File: src/hw/rtl/fcra_pkg.sv
package fcra_pkg;

  // Fixed field widths of the request, result and register ports
  localparam int IDX_W    = 12;
  localparam int OUT_W    = 5;
  localparam int MAXCFG_W = 5;
  localparam int GSZ_W    = 13;

  // Histogram counters saturate instead of wrapping
  localparam int                CNT_W   = 13;
  localparam logic [CNT_W-1:0]  CNT_MAX = '1;

  // Register map: one 32-bit register per word address
  localparam int   APB_AW      = 3;
  localparam logic REG_MAX_RUN = 1'b0;
  localparam logic REG_GROUP   = 1'b1;

  typedef enum logic [1:0] {
    STAT_OK       = 2'd0,
    STAT_ALREADY  = 2'd1,
    STAT_RANGE    = 2'd2,
    STAT_DISABLED = 2'd3
  } status_t;

  typedef enum logic [1:0] {
    ST_CLEAR,
    ST_IDLE,
    ST_SCAN,
    ST_HIST
  } state_t;

  // Bitmap words are the run cap rounded up to a power of two
  function automatic int word_shift(int max_run);
    return $clog2(max_run);
  endfunction

  function automatic int map_rows(int blocks, int max_run);
    int sh;
    sh = $clog2(max_run);
    return (blocks + (1 << sh) - 1) >> sh;
  endfunction

  function automatic int addr_bits(int depth);
    return (depth > 1) ? $clog2(depth) : 1;
  endfunction

endpackage

File: src/hw/rtl/fcra_hist.sv
module fcra_hist #(
  parameter int MAX_RUN = 16
) (
  input  logic                         clk,
  input  logic                         rst,
  input  logic                         go,
  input  logic [$clog2(MAX_RUN+1)-1:0] total,
  input  logic [$clog2(MAX_RUN+1)-1:0] back_len,
  input  logic [$clog2(MAX_RUN+1)-1:0] forw_len,
  input  logic [$clog2(MAX_RUN+1)-1:0] mx,
  input  logic                         clr_en,
  input  logic [$clog2(MAX_RUN+1)-1:0] clr_addr,
  output logic                         done,
  output logic [$clog2(MAX_RUN+1)-1:0] longest
);
  import fcra_pkg::*;

  localparam int HD = MAX_RUN + 1;
  localparam int RW = $clog2(MAX_RUN + 1);

  logic [CNT_W-1:0] mem [HD];
  logic [CNT_W-1:0] rdata;
  logic [RW-1:0]    a0;
  logic [RW-1:0]    a1;
  logic [RW-1:0]    a2;
  logic             e1;
  logic             e2;
  logic [4:0]       stg;
  logic [CNT_W-1:0] n0;
  logic [CNT_W-1:0] n1;
  logic [CNT_W-1:0] n0_next;
  logic [CNT_W-1:0] n1_next;
  logic [CNT_W-1:0] n2_next;
  logic [CNT_W-1:0] base1;
  logic [CNT_W-1:0] base2;
  logic [HD-1:0]    nz;
  logic [RW-1:0]    raddr;
  logic [RW-1:0]    waddr;
  logic [CNT_W-1:0] wdata;
  logic             wen;
  logic [RW-1:0]    best;

  always_comb begin
    raddr = a0;
    if (stg[1]) begin
      raddr = a1;
    end else if (stg[2]) begin
      raddr = a2;
    end
  end

  // Forward the write that lands on the same edge as the next read
  always_comb begin
    base1   = (a1 == a0) ? n0 : rdata;
    base2   = (e1 && (a2 == a1)) ? n1 : rdata;
    n0_next = (rdata == CNT_MAX) ? rdata : rdata + 1'b1;
    n1_next = (base1 == '0) ? base1 : base1 - 1'b1;
    n2_next = (base2 == '0) ? base2 : base2 - 1'b1;
  end

  always_comb begin
    wen   = 1'b0;
    waddr = a0;
    wdata = n0_next;
    if (clr_en) begin
      wen   = 1'b1;
      waddr = clr_addr;
      wdata = '0;
    end else if (stg[1]) begin
      wen   = 1'b1;
      waddr = a0;
      wdata = n0_next;
    end else if (stg[2]) begin
      wen   = e1;
      waddr = a1;
      wdata = n1_next;
    end else if (stg[3]) begin
      wen   = e2;
      waddr = a2;
      wdata = n2_next;
    end
  end

  always_ff @(posedge clk) begin
    if (wen) begin
      mem[waddr] <= wdata;
    end
    rdata <= mem[raddr];
  end

  // Highest nonzero length at or below the cap
  always_comb begin
    best = '0;
    for (int k = 1; k <= MAX_RUN; k++) begin
      if (nz[k] && (RW'(k) <= mx)) begin
        best = RW'(k);
      end
    end
  end

  always_ff @(posedge clk) begin
    if (rst) begin
      stg     <= '0;
      done    <= 1'b0;
      nz      <= '0;
      longest <= '0;
    end else begin
      stg  <= {stg[3:0], go};
      done <= stg[4];
      if (wen) begin
        nz[waddr] <= |wdata;
      end
      if (stg[4]) begin
        longest <= best;
      end
    end
    if (go) begin
      a0 <= total;
      a1 <= back_len;
      a2 <= forw_len;
      e1 <= back_len != '0;
      e2 <= forw_len != '0;
    end
    if (stg[1]) begin
      n0 <= n0_next;
    end
    if (stg[2]) begin
      n1 <= n1_next;
    end
  end

endmodule

File: config.mk
export PLATFORM = sky130hd
export DESIGN_NAME = fcra_hist
export DESIGN_NICKNAME = d
export VERILOG_FILES = /design/src/hw/rtl/fcra_pkg.sv /design/src/hw/rtl/fcra_hist.sv
export SDC_FILE = /design/constraint.sdc
export NUM_CORES = 1
export LEC_CHECK = 0
export ABC_AREA = 1
export BUFFER_PORTS_ARGS = -buffer_cell sky130_fd_sc_hd__buf_2
export CELL_PAD_IN_SITES_DETAIL_PLACEMENT = 0
export CELL_PAD_IN_SITES_GLOBAL_PLACEMENT = 1
export CORE_UTILIZATION = 45
export DETAILED_ROUTE_END_ITERATION = 10
export PLACE_DENSITY = 0.74
export SLEW_MARGIN = 20
export SYNTH_ARGS = -nofsm -noshare
export SYNTH_HDL_FRONTEND = slang
export SYNTH_SLANG_ARGS = --single-unit
File: constraint.sdc
create_clock -name clk -period 3.7 [get_ports clk]
set_clock_uncertainty 0.1 [all_clocks]
set_input_delay 0.74 -clock clk [delete_from_list [all_inputs] [get_ports clk]]
set_output_delay 0.74 -clock clk [all_outputs]
set_load 0.02 [all_outputs]
==> metrics.txt <==
Yosys cell types=45; H-tree level count=2; CP most frequent cell=nand2_1; Final Hold Fails=0; Layout Utilization=0.527; DRC=0; RR Startpoint=a0[4]$_DFFE_PP_; Final GP Congestion=0.954; most frequent cells in the layout=279 x nand2_1, 264 x edfxtp_1, 235 x nor2_1; P_int=6.22 mW; largest net degree at the start of global routing=81; Crit Path Max Fanout=16; CTS max path bufs=3; Tot GR Track Use=0.252; fin crit share=0.934; Clock transition at path regs=0.06 ns; die width=183 microns; Clock Sinks=304; Min-Delay Endpoint=a0[2]$_DFFE_PP_; core area=31900 sq um; Initial Utilization=0.462; ANT cells=0; worst endpoint required time=4.02 ns; status=complete, no violations; port bufs=34; Flop pwr share=0.460; synth warn=0; hold path cells=1; Max stage delay cell, worst path=edfxtp_1; Worst-Margin Slew=0.704 ns; biggest area consumer among synthesized cells=edfxtp_1; P&R area growth vs syn=14.0%; number of synthesized flops with an enable pin=264; via count=11300; leakage=6.76 nW; Final Instance Area=16800 sq um; Comb power frac=0.175; Clock power frac=0.365; DPL Wire Length=28100 microns; CP cell instances=xnor2_2 > buf_4 > nand4_1 > nand2_1 > nand3_1 > nor2_2 > nand2_4 > nand3_1 > nor2_1 > nor2_1 > nand2_1 > nand2_1 > nand2_1 > nor2_4 > buf_12 > nand4_1 > nand2_1 > inv_1; Initial DRC Count=925; sequential-to-total area share from yosys stat=0.592; Cell Area, Placed=15700 sq um; mean post-synth cell area=9.41 sq um; Synthesized Nets=1598; most common cell after layout, fill and taps aside=nand2_1; Hold Startpoint=total[2]; minimum clock period=3.46 ns; hold slack=0.295 ns; switching pwr=2.54 mW; RSZ-0062 raised after global routing=yes; dpl ws=0.102 ns; fmax=289 MHz; share of layout cells above drive strength 1=0.127; Yosys reg bits=304; drt wl/cell=19.8 microns; clock root buffer=clkbuf_16; vias in the first global route=10600; type of origin of the critical path=flip-flop; critical path class=reg2reg; R2R cell count=18; Tot Pwr=8.76 mW; global route overflow=0; drt via density=5.43; Net Sw Frac=0.290; arrival time worst endpoint=3.77 ns; reg2reg end=nz[7]$_SDFFE_PP0P_; initial antenna violation count=0; row count=65; Final Worst Setup Slack=0.242 ns; worst hold path type=in2reg; first-pass GRT wire length=63300 microns; synthesized cell area=14700 sq um; number of routed nets with antenna violations=0; # setup viols final=0; final wirelength=41400 microns; Ports=35; asr flop ratio synth=0; Synth top area share=0.538; # hold bufs at CTS=0; slew margin rel.=0.530; Main synth FF type=edfxtp_1; fin nets=1659; drt pass-1 iters=6; Crit. End Element=flip-flop; worst vdd ir=0.000440 V; Slowest Stage Delay on Critical Path=0.49 ns; CTS tree=built; r2r setup slk=0.24 ns; Post-Synthesis Cells=1565; max_cap viols=0; Die Y=183 microns; Slew Limit Fails=0; Clock Latency Late Sink=0.52 ns; TritonCTS Buffers=34; power per cell area=522 nW/um^2; Area contributors post-synth=edfxtp_1 54%, nand2_1 7.1%, nor2_1 6.3%, dfxtp_1 5.4%, inv_1 4.8%; die area=33500 sq um
==> final cells by class <==
| cell class | count | area (sq um) |
|---|---|---|
| well taps | 435 | 544 |
| clock inverters | 17 | 161 |
| fillers | 2929 | 15100 |
| repair buffers | 93 | 738 |
| multi-input cells | 993 | 4980 |
| clock buffers | 42 | 881 |
| inverters | 200 | 753 |
| flip-flops and latches | 304 | 8730 |
==> repair_timing <==
action	4_1_cts	5_1_grt
endpoints found under the hold margin	0	0
setup endpoints to repair	0	82
resized for setup	0	2
buffers inserted	0	3
==> power by group through the flow <==
| stage | registers (mW) | clock network [mW] | logic [mW] |
|---|---|---|---|
| finish | 4.03 | 3.20 | 1.53 |
| global route | 4.04 | 3.37 | 1.69 |
| CTS | 4.03 | 3.26 | 1.49 |
| detailed placement | 4.10 | 0 | 1.49 |
| global placement | 4.10 | 0 | 1.49 |
| floorplan | 4.06 | 0 | 0.987 |
==> flip-flops by register name, summed over array words and instances (netlist names) <==
name,flops
mem,221
nz,16
n0,13
n1,13
rdata,13
a0,5
a1,5
a2,5
longest,5
stg,5
done,1
e1,1
e2,1
==> Yosys cell counts, types with 5 or more instances <==
cell type and number:
nand4_1 42, edfxtp_1 264, buf_6 5, xor2_1 10
buf_2 9, nand2_1 280, o21ai_0 83, nand2_2 19
inv_2 7, a21oi_1 68, nor3_1 11, dfxtp_1 40
o311ai_0 47, clkbuf_1 50, nand3b_1 8, nand3_1 95
o211ai_1 10, nor2_4 12, nor2_1 248, inv_1 190
a31oi_1 14, a22oi_1 5, o32ai_1 6
==> routing by layer <==
layer / up-vias / wire (microns) / GRT usage / part of all wire
met5: - / 0 / 0 / 0
met1: 5367 / 18100 / 0.351 / 0.44
met3: 66 / 2870 / 0.0381 / 0.069
li1: 5480 / - / - / -
met4: 0 / 941 / 0.0683 / 0.023
met2: 394 / 19500 / 0.410 / 0.47
==> stage by stage <==
step,cells,setup TNS [ns]
floorplan,1565,0
global placement,2022,0
detailed placement,2022,0
CTS,2081,0
global route,2084,-0.0570
finish,2084,0
==> worst max-delay path: cells and delay by family (launching register included) <==
kind | cells | cell delay (ns)
AND/OR/NAND/NOR | 14 | 1.86
flip-flops | 1 | 0.49
buffers and inverters | 3 | 0.47
XOR/XNOR | 1 | 0.43
==> cells by family (layout without fill, tap and decap cells) <==
| logic type | after synthesis | count (layout) | synth area share |
|---|---|---|---|
| adders and majority gates | 4 | 4 | 0.00340 |
| buffers and inverters | 268 | 352 | 0.0729 |
| and+or+nand+nor | 731 | 731 | 0.220 |
| DFF | 304 | 304 | 0.592 |
| xor gates and xnor gates | 11 | 11 | 0.00705 |
| AOI/OAI and AO/OA | 247 | 247 | 0.104 |
==> worst max-delay path by stage <==
stage	startpoint	cells past startpoint	endpoint
after floorplan	a0[4]$_DFFE_PP_	19	nz[10]$_SDFFE_PP0P_
after global placement	a1[4]$_DFFE_PP_	22	nz[11]$_SDFFE_PP0P_
after detailed placement	a1[4]$_DFFE_PP_	21	nz[11]$_SDFFE_PP0P_
after CTS	a1[4]$_DFFE_PP_	22	nz[11]$_SDFFE_PP0P_
after global routing	a1[4]$_DFFE_PP_	18	mem[10][2]$_DFFE_PP_
final	a0[4]$_DFFE_PP_	18	nz[7]$_SDFFE_PP0P_
No activity file was read; power rests on OpenSTA's default activity.
